`src/simple_precedence_parser_defines.svh`:
```
// assertion helpers for the precedence parser
`ifndef SIMPLE_PRECEDENCE_PARSER_DEFINES_SVH
`define SIMPLE_PRECEDENCE_PARSER_DEFINES_SVH

`define SPP_ASSERT(lbl, prop, msg) \
  lbl: assert property (@(posedge clk) disable iff (!rst_n) prop) else $error(msg);

`define SPP_ASSERT_ALWAYS(lbl, prop, msg) \
  lbl: assert property (@(posedge clk) prop) else $error(msg);

`endif

```
`src/spp_pkg.sv`:
```
package spp_pkg;

  localparam int SYM_W           = 4;
  localparam int NUM_SYMBOLS     = 16;
  localparam int REL_AW          = 2 * SYM_W;
  localparam int STACK_DEPTH     = 32;
  localparam int STK_AW          = 5;
  localparam int CNT_W           = 6;
  localparam int NUM_PRODUCTIONS = 16;
  localparam int PROD_AW         = 4;
  localparam int MAX_RHS         = 4;
  localparam int LEN_W           = 3;
  localparam int MAX_REDUCTIONS  = 62;
  localparam int RED_W           = 6;

  typedef enum logic [1:0] {
    FUNC_REL   = 2'd0,
    FUNC_PROD  = 2'd1,
    FUNC_PARSE = 2'd2,
    FUNC_NOP   = 2'd3
  } func_t;

  typedef enum logic [1:0] {
    REL_ERROR   = 2'd0,
    REL_LESS    = 2'd1,
    REL_EQUAL   = 2'd2,
    REL_GREATER = 2'd3
  } rel_t;

  typedef enum logic [2:0] {
    K_SHIFT    = 3'd0,
    K_REDUCE   = 3'd1,
    K_ACCEPT   = 3'd2,
    K_NOREL    = 3'd3,
    K_NOMATCH  = 3'd4,
    K_OVERFLOW = 3'd5,
    K_LOADED   = 3'd6
  } kind_t;

  typedef enum logic [2:0] {
    ST_IDLE,
    ST_REL,
    ST_DEC,
    ST_WRD,
    ST_WREL,
    ST_WCHK,
    ST_PRD,
    ST_PCHK
  } state_t;

  typedef struct packed {
    logic [1:0]  func;
    logic [3:0]  rel_row;
    logic [3:0]  rel_col;
    logic [1:0]  rel_value;
    logic [3:0]  prod_slot;
    logic [3:0]  prod_left;
    logic [2:0]  prod_len;
    logic [15:0] prod_rhs;
    logic [3:0]  symbol;
    logic        is_end;
  } in_t;

  typedef struct packed {
    logic [2:0] kind;
    logic [3:0] prod_used;
    logic [3:0] new_top;
    logic [5:0] stack_level;
    logic       last;
  } out_t;

  typedef struct packed {
    logic [SYM_W-1:0]           left;
    logic [LEN_W-1:0]           len;
    logic [MAX_RHS*SYM_W-1:0]   rhs;
  } prod_t;

endpackage

```
`src/simple_precedence_parser.sv`:
```
// Shift-reduce parser for simple precedence grammars. Raise start for one
// item while busy is low; busy stays high while a parse item is worked on
// and falls as its last result is issued, and a table load leaves it low.
// Results appear on out_item for exactly one cycle with out_valid and
// cannot be stalled, so the receiver must take every one; out_item.last
// marks the final result of an item. A parse item starts with a relation
// lookup of the stack top against the new symbol. Each reduction walks
// the handle symbol by symbol (stack memory read followed by relation
// memory read), scans the production slots in the production memory until
// one matches, and looks up the relation against the new stack top.
// cfg_ready is always high, so a start symbol write is taken at any edge;
// write it only while busy is low and no result is still due.
`include "simple_precedence_parser_defines.svh"

module simple_precedence_parser (
  input  logic                  clk,
  input  logic                  rst_n,
  input  logic                  start,
  output logic                  busy,
  input  spp_pkg::in_t          in_item,
  output logic                  out_valid,
  output spp_pkg::out_t         out_item,
  input  logic                  cfg_valid,
  output logic                  cfg_ready,
  input  logic [3:0]            cfg_data
);
  import spp_pkg::*;

  state_t state_r, state_nxt;

  logic [SYM_W-1:0] start_sym_r;
  logic [CNT_W-1:0] cnt_r, cnt_nxt;
  logic [SYM_W-1:0] top_r, top_nxt;
  logic [STK_AW-1:0] k_r, k_nxt;
  logic [LEN_W-1:0] hlen_r, hlen_nxt;
  logic [SYM_W-1:0] hbuf_r [MAX_RHS];
  logic [SYM_W-1:0] hbuf_nxt [MAX_RHS];
  logic [PROD_AW-1:0] p_r, p_nxt;
  logic [RED_W-1:0] reds_r, reds_nxt;
  logic [SYM_W-1:0] sym_r, sym_nxt;
  logic end_r, end_nxt;
  logic out_valid_r, out_valid_nxt;
  out_t out_r, out_nxt;

  // symbol stack memory
  logic [SYM_W-1:0] stk_mem [STACK_DEPTH];
  logic stk_we;
  logic [STK_AW-1:0] stk_wa, stk_ra;
  logic [SYM_W-1:0] stk_wd, stk_q_r;

  // relation memory
  logic [1:0] rel_mem [NUM_SYMBOLS*NUM_SYMBOLS];
  logic [NUM_SYMBOLS*NUM_SYMBOLS-1:0] rel_vld_r;
  logic rel_we;
  logic [REL_AW-1:0] rel_wa, rel_ra;
  logic [1:0] rel_q_r;
  logic rel_qv_r;
  rel_t rel_cur;

  // production memory
  prod_t prod_mem [NUM_PRODUCTIONS];
  logic [NUM_PRODUCTIONS-1:0] prod_vld_r;
  logic prod_we;
  prod_t prod_wd, prod_q_r;
  logic prod_qv_r;
  logic prod_match;

  logic [SYM_W-1:0] cur_top;
  logic [LEN_W-1:0] sat_len;

  assign busy      = (state_r != ST_IDLE);
  assign cfg_ready = 1'b1;
  assign out_valid = out_valid_r;
  assign out_item  = out_r;

  assign rel_cur = rel_qv_r ? rel_t'(rel_q_r) : REL_ERROR;
  assign cur_top = (cnt_r != '0) ? top_r : '0;
  assign stk_ra  = k_r - STK_AW'(1);
  assign rel_ra  = (state_r == ST_WREL) ? {stk_q_r, hbuf_r[0]} : {top_r, sym_r};
  assign sat_len = (in_item.prod_len > LEN_W'(MAX_RHS)) ? LEN_W'(MAX_RHS) : in_item.prod_len;

  always_comb begin
    prod_match = prod_qv_r && (prod_q_r.len == hlen_r);
    for (int i = 0; i < MAX_RHS; i++) begin
      if ((LEN_W'(i) < hlen_r) && (prod_q_r.rhs[i*SYM_W +: SYM_W] != hbuf_r[i])) begin
        prod_match = 1'b0;
      end
    end
  end

  always_ff @(posedge clk) begin
    if (!rst_n) begin
      start_sym_r <= '0;
    end else if (cfg_valid && cfg_ready) begin
      start_sym_r <= cfg_data;
    end
  end

  always_ff @(posedge clk) begin
    if (stk_we) begin
      stk_mem[stk_wa] <= stk_wd;
    end
    stk_q_r <= stk_mem[stk_ra];
  end

  always_ff @(posedge clk) begin
    if (rel_we) begin
      rel_mem[rel_wa] <= in_item.rel_value;
    end
    rel_q_r <= rel_mem[rel_ra];
  end

  always_ff @(posedge clk) begin
    if (!rst_n) begin
      rel_vld_r <= '0;
      rel_qv_r  <= 1'b0;
    end else begin
      if (rel_we) begin
        rel_vld_r[rel_wa] <= 1'b1;
      end
      rel_qv_r <= rel_vld_r[rel_ra];
    end
  end

  always_ff @(posedge clk) begin
    if (prod_we) begin
      prod_mem[in_item.prod_slot] <= prod_wd;
    end
    prod_q_r <= prod_mem[p_r];
  end

  always_ff @(posedge clk) begin
    if (!rst_n) begin
      prod_vld_r <= '0;
      prod_qv_r  <= 1'b0;
    end else begin
      if (prod_we) begin
        prod_vld_r[in_item.prod_slot] <= 1'b1;
      end
      prod_qv_r <= prod_vld_r[p_r];
    end
  end

  // next state
  always_comb begin
    state_nxt = state_r;
    case (state_r)
      ST_IDLE: begin
        if (start && (func_t'(in_item.func) == FUNC_PARSE)) begin
          state_nxt = ST_REL;
        end
      end
      ST_REL: state_nxt = ST_DEC;
      ST_DEC: begin
        if (end_r) begin
          if (cnt_r == '0 || (cnt_r == CNT_W'(1) && top_r == start_sym_r)) begin
            state_nxt = ST_IDLE;
          end else if (reds_r >= RED_W'(MAX_REDUCTIONS)) begin
            state_nxt = ST_IDLE;
          end else begin
            state_nxt = ST_WRD;
          end
        end else if (cnt_r != '0 && rel_cur == REL_GREATER
                     && reds_r < RED_W'(MAX_REDUCTIONS)) begin
          state_nxt = ST_WRD;
        end else begin
          state_nxt = ST_IDLE;
        end
      end
      ST_WRD:  state_nxt = (k_r == '0) ? ST_PRD : ST_WREL;
      ST_WREL: state_nxt = ST_WCHK;
      ST_WCHK: begin
        if (rel_cur == REL_EQUAL) begin
          state_nxt = (hlen_r == LEN_W'(MAX_RHS)) ? ST_IDLE : ST_WRD;
        end else begin
          state_nxt = ST_PRD;
        end
      end
      ST_PRD: state_nxt = ST_PCHK;
      ST_PCHK: begin
        if (prod_match) begin
          state_nxt = ST_REL;
        end else if (p_r == PROD_AW'(NUM_PRODUCTIONS - 1)) begin
          state_nxt = ST_IDLE;
        end else begin
          state_nxt = ST_PRD;
        end
      end
      default: state_nxt = ST_IDLE;
    endcase
  end

  // datapath and results
  always_comb begin
    cnt_nxt       = cnt_r;
    top_nxt       = top_r;
    k_nxt         = k_r;
    hlen_nxt      = hlen_r;
    hbuf_nxt      = hbuf_r;
    p_nxt         = p_r;
    reds_nxt      = reds_r;
    sym_nxt       = sym_r;
    end_nxt       = end_r;
    out_valid_nxt = 1'b0;
    out_nxt       = out_r;
    stk_we        = 1'b0;
    stk_wa        = cnt_r[STK_AW-1:0];
    stk_wd        = sym_r;
    rel_we        = 1'b0;
    rel_wa        = {in_item.rel_row, in_item.rel_col};
    prod_we       = 1'b0;
    prod_wd       = '{left: in_item.prod_left, len: sat_len, rhs: in_item.prod_rhs};
    case (state_r)
      ST_IDLE: begin
        if (start) begin
          if (func_t'(in_item.func) == FUNC_PARSE) begin
            sym_nxt  = in_item.symbol;
            end_nxt  = in_item.is_end;
            reds_nxt = '0;
          end else begin
            rel_we        = (func_t'(in_item.func) == FUNC_REL);
            prod_we       = (func_t'(in_item.func) == FUNC_PROD);
            out_valid_nxt = 1'b1;
            out_nxt       = '{kind: K_LOADED, prod_used: '0, new_top: cur_top,
                              stack_level: cnt_r, last: 1'b1};
          end
        end
      end
      ST_DEC: begin
        out_nxt = '{kind: K_NOMATCH, prod_used: '0, new_top: cur_top,
                    stack_level: cnt_r, last: 1'b1};
        if (end_r) begin
          if (cnt_r == CNT_W'(1) && top_r == start_sym_r) begin
            out_valid_nxt = 1'b1;
            out_nxt.kind  = K_ACCEPT;
            cnt_nxt       = '0;
          end else if (cnt_r == '0) begin
            out_valid_nxt = 1'b1;
          end else if (reds_r >= RED_W'(MAX_REDUCTIONS)) begin
            out_valid_nxt = 1'b1;
            out_nxt.kind  = K_OVERFLOW;
            cnt_nxt       = '0;
          end
        end else if (cnt_r != '0 && rel_cur == REL_ERROR) begin
          out_valid_nxt = 1'b1;
          out_nxt.kind  = K_NOREL;
          cnt_nxt       = '0;
        end else if (cnt_r != '0 && rel_cur == REL_GREATER) begin
          if (reds_r >= RED_W'(MAX_REDUCTIONS)) begin
            out_valid_nxt = 1'b1;
            out_nxt.kind  = K_OVERFLOW;
            cnt_nxt       = '0;
          end
        end else if (cnt_r >= CNT_W'(STACK_DEPTH)) begin
          out_valid_nxt = 1'b1;
          out_nxt.kind  = K_OVERFLOW;
          cnt_nxt       = '0;
        end else begin
          stk_we        = 1'b1;
          cnt_nxt       = cnt_r + CNT_W'(1);
          top_nxt       = sym_r;
          out_valid_nxt = 1'b1;
          out_nxt       = '{kind: K_SHIFT, prod_used: '0, new_top: sym_r,
                            stack_level: cnt_r + CNT_W'(1), last: 1'b1};
        end
        // handle walk starts at the stack top
        k_nxt       = STK_AW'(cnt_r - CNT_W'(1));
        hlen_nxt    = LEN_W'(1);
        hbuf_nxt[0] = top_r;
        p_nxt       = '0;
      end
      ST_WCHK: begin
        if (rel_cur == REL_EQUAL) begin
          if (hlen_r == LEN_W'(MAX_RHS)) begin
            out_valid_nxt = 1'b1;
            out_nxt       = '{kind: K_NOMATCH, prod_used: '0, new_top: cur_top,
                              stack_level: cnt_r, last: 1'b1};
            cnt_nxt       = '0;
          end else begin
            for (int i = 1; i < MAX_RHS; i++) begin
              hbuf_nxt[i] = hbuf_r[i-1];
            end
            hbuf_nxt[0] = stk_q_r;
            hlen_nxt    = hlen_r + LEN_W'(1);
            k_nxt       = k_r - STK_AW'(1);
          end
        end
        p_nxt = '0;
      end
      ST_PCHK: begin
        if (prod_match) begin
          stk_we        = 1'b1;
          stk_wa        = k_r;
          stk_wd        = prod_q_r.left;
          cnt_nxt       = CNT_W'(k_r) + CNT_W'(1);
          top_nxt       = prod_q_r.left;
          reds_nxt      = reds_r + RED_W'(1);
          out_valid_nxt = 1'b1;
          out_nxt       = '{kind: K_REDUCE, prod_used: p_r, new_top: prod_q_r.left,
                            stack_level: CNT_W'(k_r) + CNT_W'(1), last: 1'b0};
        end else if (p_r == PROD_AW'(NUM_PRODUCTIONS - 1)) begin
          out_valid_nxt = 1'b1;
          out_nxt       = '{kind: K_NOMATCH, prod_used: '0, new_top: cur_top,
                            stack_level: cnt_r, last: 1'b1};
          cnt_nxt       = '0;
        end else begin
          p_nxt = p_r + PROD_AW'(1);
        end
      end
      default: begin
      end
    endcase
  end

  always_ff @(posedge clk) begin
    if (!rst_n) begin
      state_r     <= ST_IDLE;
      cnt_r       <= '0;
      reds_r      <= '0;
      out_valid_r <= 1'b0;
    end else begin
      state_r     <= state_nxt;
      cnt_r       <= cnt_nxt;
      reds_r      <= reds_nxt;
      out_valid_r <= out_valid_nxt;
    end
  end

  always_ff @(posedge clk) begin
    top_r  <= top_nxt;
    k_r    <= k_nxt;
    hlen_r <= hlen_nxt;
    hbuf_r <= hbuf_nxt;
    p_r    <= p_nxt;
    sym_r  <= sym_nxt;
    end_r  <= end_nxt;
    out_r  <= out_nxt;
  end

  `SPP_ASSERT(a_cnt_range, cnt_r <= CNT_W'(STACK_DEPTH), "stack count beyond depth")
  `SPP_ASSERT(a_reds_range, reds_r <= RED_W'(MAX_REDUCTIONS), "reduction count beyond budget")
  `SPP_ASSERT(a_more_follows, out_valid_r && !out_r.last |-> busy, "idle before last result")
  `SPP_ASSERT(a_accept_level,
              out_valid_r && out_r.kind == K_ACCEPT |->
              out_r.stack_level == CNT_W'(1) && cnt_r == '0,
              "accept with wrong level")
  `SPP_ASSERT_ALWAYS(a_reset_quiet, !rst_n |=> !out_valid_r && !busy, "activity after reset")

endmodule

```
`config.mk`:
```
export PLATFORM = sky130hd
export DESIGN_NAME = simple_precedence_parser
export DESIGN_NICKNAME = d
export VERILOG_FILES = /design/src/spp_pkg.sv /design/src/simple_precedence_parser.sv
export VERILOG_INCLUDE_DIRS = /design/src /design/src/src
export SDC_FILE = /design/constraint.sdc
export NUM_CORES = 2
export LEC_CHECK = 0
export ABC_CLOCK_PERIOD_IN_PS = 12100
export BUFFER_PORTS_ARGS = -buffer_cell sky130_fd_sc_hd__buf_2
export CORE_MARGIN = 10
export CORE_UTILIZATION = 35
export CTS_CLUSTER_SIZE = 30
export DETAILED_ROUTE_END_ITERATION = 10
export GPL_TIMING_DRIVEN = 0
export PLACE_DENSITY_LB_ADDON = 0.1
export RECOVER_POWER = 25
export SETUP_SLACK_MARGIN = 0.15
export SLEW_MARGIN = 20
export SYNTH_ARGS = -nofsm -noshare
export SYNTH_HDL_FRONTEND = slang
export SYNTH_SLANG_ARGS = --single-unit
```
`constraint.sdc`:
```
create_clock -name clk -period 12.1 [get_ports clk]
set_clock_uncertainty 0.2 [all_clocks]
set_input_delay 0 -clock clk [delete_from_list [all_inputs] [get_ports clk]]
set_output_delay 0 -clock clk [all_outputs]
set_load 0.01 [all_outputs]
```
==> results.md <==
| Step | Quantity | This run |
| --- | --- | --- |
| global routing | Antenna violations before repair | 7 |
| sta | Max Fclk | 160 MHz |
| logic synthesis | Async set-or-reset flop fraction in the synthesized netlist | 0% |
| die | Number of placement rows | 145 |
| global routing | Global routing usage on met3 | 3.70% |
| sta | # setup viols final | 0 |
| pwr | Total chip power | 10.3 mW |
| worst setup path | Critical path fanouts, max | 86 |
| global routing | Via count of the first global-routing pass | 35,317 |
| cells and area | Leading cell types in the layout, fill and taps excluded | sky130_fd_sc_hd__edfxtp_1, sky130_fd_sc_hd__nor2_1, sky130_fd_sc_hd__nand2_1, sky130_fd_sc_hd__dfxtp_1, sky130_fd_sc_hd__mux4_2 |
| routing | Initial DRT Pass Iterations | 6 |
| worst hold path | WHS Path Cells | 4 |
| routing | Count of vias placed by the detailed router | 35,900 |
| worst hold path | Hold path startpoint | cfg_valid |
| worst setup path | Critical Path AT | 6.03 ns |
| routing | Routed Antenna Nets | 0 |
| global routing | Wire length of the first global-routing pass | 275,000 um |
| cells and area | Synthesis-to-layout area growth | 17.9% |
| worst hold path | Path class of the lowest-slack min-delay path | in -> reg |
| logic synthesis | Syn_nets | 4,020 |
| sta | Final worst-path cycle share | 51.5% |
| pwr | Switching power share of the total | 22.6% |
| cells and area | Fraction of layout instances using a drive strength above 1 | 15.2% |
| logic synthesis | Warnings from Yosys | 0 |
| logic synthesis | Synth Flop Type | sky130_fd_sc_hd__edfxtp_1 |
| global routing | Total congestion overflow | 0 |
| worst setup path | Worst reg2reg path startpoint | sym_r[2] |
| routing | Total detailed-routing wirelength | 198,000 um |
| pwr | Part of the total power dissipated in combinational logic | 3.4% |
| worst setup path | Kind of start point of the critical path | primary input |
| cts | Clock transition at path regs | 0.06 ns |
| placed design | Placed Area | 58,800 um^2 |
| cells and area | Number of nets in the layout | 4,380 |
| run status | Violated checks | capacitance limit, slew limit |
| logic synthesis | Gate count of the mapped netlist | 3,956 |
| pwr | Total power divided by cell area | 158 nW/um^2 |
| pwr | Static leakage | 21.3 nW |
| cts | Post-CTS Setup Bufs | 0 |
| sta | Hold Vio Cnt, Final | 0 |
| sta | Headroom to the max-slew limit | -165% |
| die | Number of ports placed on the die boundary | 73 |
| placed design | Detail Placement HPWL | 133,000 um |
| sta | Worst hold margin | 0.0256 ns |
| cts | CTS tree | yes |
| logic synthesis | Proportion of synthesized chip area in sequential cells | 69.8% |
| logic synthesis | Number of synthesized register bits | 1,386 |
| die | Starting Density | 35.2% |
| worst setup path | Worst-case register-to-register setup slack | 6.81 ns |
| cts | Clock net sink count | 1,386 |
| pwr | Int Pwr | 7.95 mW |
| flow run | Number of violations of the max-capacitance limit | 4 |
| worst setup path | Type of the worst setup path | in -> reg |
| cts | Worst-skew pair later-pin latency | 0.82 ns |
| worst setup path | Data required time of the critical path | 11.90 ns |
| global routing | GRT met1 Usage | 29.4% |
| cts | Cells resized by post-CTS repair | 0 |
| global routing | Met2 routing resource usage after global routing | 36.7% |
| routing | Vias per cell | 5.51 |
| cts | Number of levels the H-tree was split into | 4 |
| cts | Maximum count of clock buffers along a single path | 3 |
| sta | Unrepaired setup endpoints after global routing | false |
| worst setup path | Kind of end point of the critical path | register |
| die | Core area | 156,000 um^2 |
| logic synthesis | Cell variety after synth | 71 |
| cts | Cts bufs inserted | 155 |
| placed design | Minimum setup slack after placement | 6.97 ns |
| logic synthesis | Netlist area before placement | 55,000 um^2 |
| worst setup path | Worst R2R End | rel_q_r[1] |
| die | Die width | 417 um |
| worst hold path | Hold EP | start_sym_r[0] |
| routing | Count of routing violations after the opening detailed-route iteration | 4,113 |
| logic synthesis | Number of enable-type register cells in the synthesized netlist | 1,063 |
| routing | DRC errors left | 0 |
| sta | Max-slew violation total from the final report | 275 |
| die | Die outline height | 417 um |
| die | Area of the die | 173,000 um^2 |
| pwr | Clock group share of total power | 46.7% |
| cts | Root cell of the clock tree | sky130_fd_sc_hd__clkbuf_16 |
| pwr | Maximum resistive drop on vdd | 0.000137 V |
| cells and area | Most common cell after layout, fill and taps aside | sky130_fd_sc_hd__edfxtp_1 |
| placed design | Routability Congestion | 0.895 |
| sta | Setup WS post-layout | 5.87 ns |
| sta | Transition time at the pin with the least slew margin | 3.98 ns |
| pwr | Power dissipated by switching net loads | 2.32 mW |
| global routing | Pin count of the biggest net entering global routing | 119 |
| pwr | Sequential share of power | 50.0% |
| global routing | Busiest layer in global routing | met2 |
| logic synthesis | Post-Synthesis Mean Instance Area | 13.9 um^2 |
| sta | Sum of negative setup slack | 0 ns |
| worst setup path | Logic depth of the worst register-to-register path | 11 |
| sta | Minimum clock period | 6.23 ns |
| global routing | Overall Global Routing Usage | 22.3% |
| placed design | Number of buffer cells added on primary ports | 69 |
| run status | Run status | finished with violations |
| routing | Wire length per cell | 30.5 um |
| cells and area | Cell area after layout | 64,900 um^2 |
[state kept, by name, indices dropped and copies added, names as in the netlist, 2 cells and up]
register and flops:
hlen_r 3, hbuf_r 16, reds_r 6, prod_vld_r 16, rel_q_r 2, k_r 5
p_r 4, cnt_r 6, stk_mem 128, prod_mem 368, sym_r 4, prod_q_r 23
rel_mem 512, out_item 18, rel_vld_r 256, top_r 4, state_r 3, stk_q_r 4
start_sym_r 4
[critical path: stages]
cell	delay [ns]
sky130_fd_sc_hd__dlygate4sd3_1	0.53
sky130_fd_sc_hd__clkbuf_1	2.44
sky130_fd_sc_hd__clkbuf_1	2.91
[power by group through the flow]
| stage | clock (mW) | combinational, mW | sequential, mW |
|---|---|---|---|
| 3_5_place_dp | 0 | 0.320 | 5.23 |
| 4_1_cts | 4.86 | 0.346 | 5.13 |
| 5_1_grt | 5.05 | 0.357 | 5.13 |
| 3_3_place_gp | 0 | 0.307 | 5.24 |
| 6_report | 4.79 | 0.346 | 5.13 |
| 2_1_floorplan | 0 | 0.118 | 5.23 |
[per-layer routing]
layer  wire length (um)  vias up
li1                   -    15451
met1              83400    18618
met2              94300     1448
met3              12400      379
met4               8220        4
met5                 26        -
[through the flow]
stage / util (%) / cells
after global placement: 37.1 / 6083
after global routing: 41.5 / 6508
after CTS: 41.6 / 6506
final: 41.6 / 6511
after floorplan: - / 3956
after detailed placement: 37.6 / 6118
[logic make-up (layout without fill, tap and decap cells)]
group	count (synthesis)	after routing	share of synthesized area [%]
compound gates	440	440	5.65
xor+xnor	41	41	0.653
fa+ha+maj	12	12	0.273
buf+inv	256	749	2.25
flops	1386	1386	69.8
mux	312	312	10.2
other cells	1	5	0.00681
simple gates	1508	1508	11.3
[synthesized netlist by cell type (all sizes together) (17+ instances only)]
library cell,number,area share [%]
o21a,128,1.7
nor3,29,0.26
nand3,167,1.5
a2111oi,17,0.29
buf,107,1.2
nand4,28,0.32
xor2,22,0.35
xnor2,19,0.30
o21ai,32,0.30
a21oi,66,0.60
clkbuf,130,0.89
inv,18,0.12
nor2,644,4.4
a31oi,58,0.66
edfxtp,1063,58
o22ai,27,0.31
a32oi,23,0.37
dfxtp,323,12
mux4,195,8.0
mux2i,104,1.9
nand2,565,3.9
[how the worst max path moves through the flow]
stage / slack (ns) / endpoint / cells after the start / from
global route: 5.25 / rel_mem[204][0] / 3 / in_item[32]
global placement: 5.07 / prod_mem[12][7] / 6 / state_r[0]
floorplan: 8.28 / prod_mem[0][0] / 7 / state_r[0]
CTS: 6.95 / rel_q_r[1] / 11 / sym_r[2]
finish: 5.87 / rel_mem[104][0] / 3 / in_item[32]
detailed placement: 6.97 / rel_q_r[1] / 12 / sym_r[2]
[repair_timing]
action                                 in CTS  in global routing
setup endpoints to repair                   0                  0
hold buffers                               98                  1
endpoints found under the hold margin    1526                 16
[cell type report]
type | count | area (um^2)
clock inverters | 71 | 856
plain buffers | 237 | 1190
flip-flops and latches | 1386 | 38400
inverters | 19 | 71.3
well taps | 2058 | 2570
multi-input cells | 2314 | 15600
clock buffers | 219 | 4350
repair buffers | 203 | 1840
fillers | 14610 | 91300
diodes | 4 | 10.0
(Power assumes the default switching activity.)
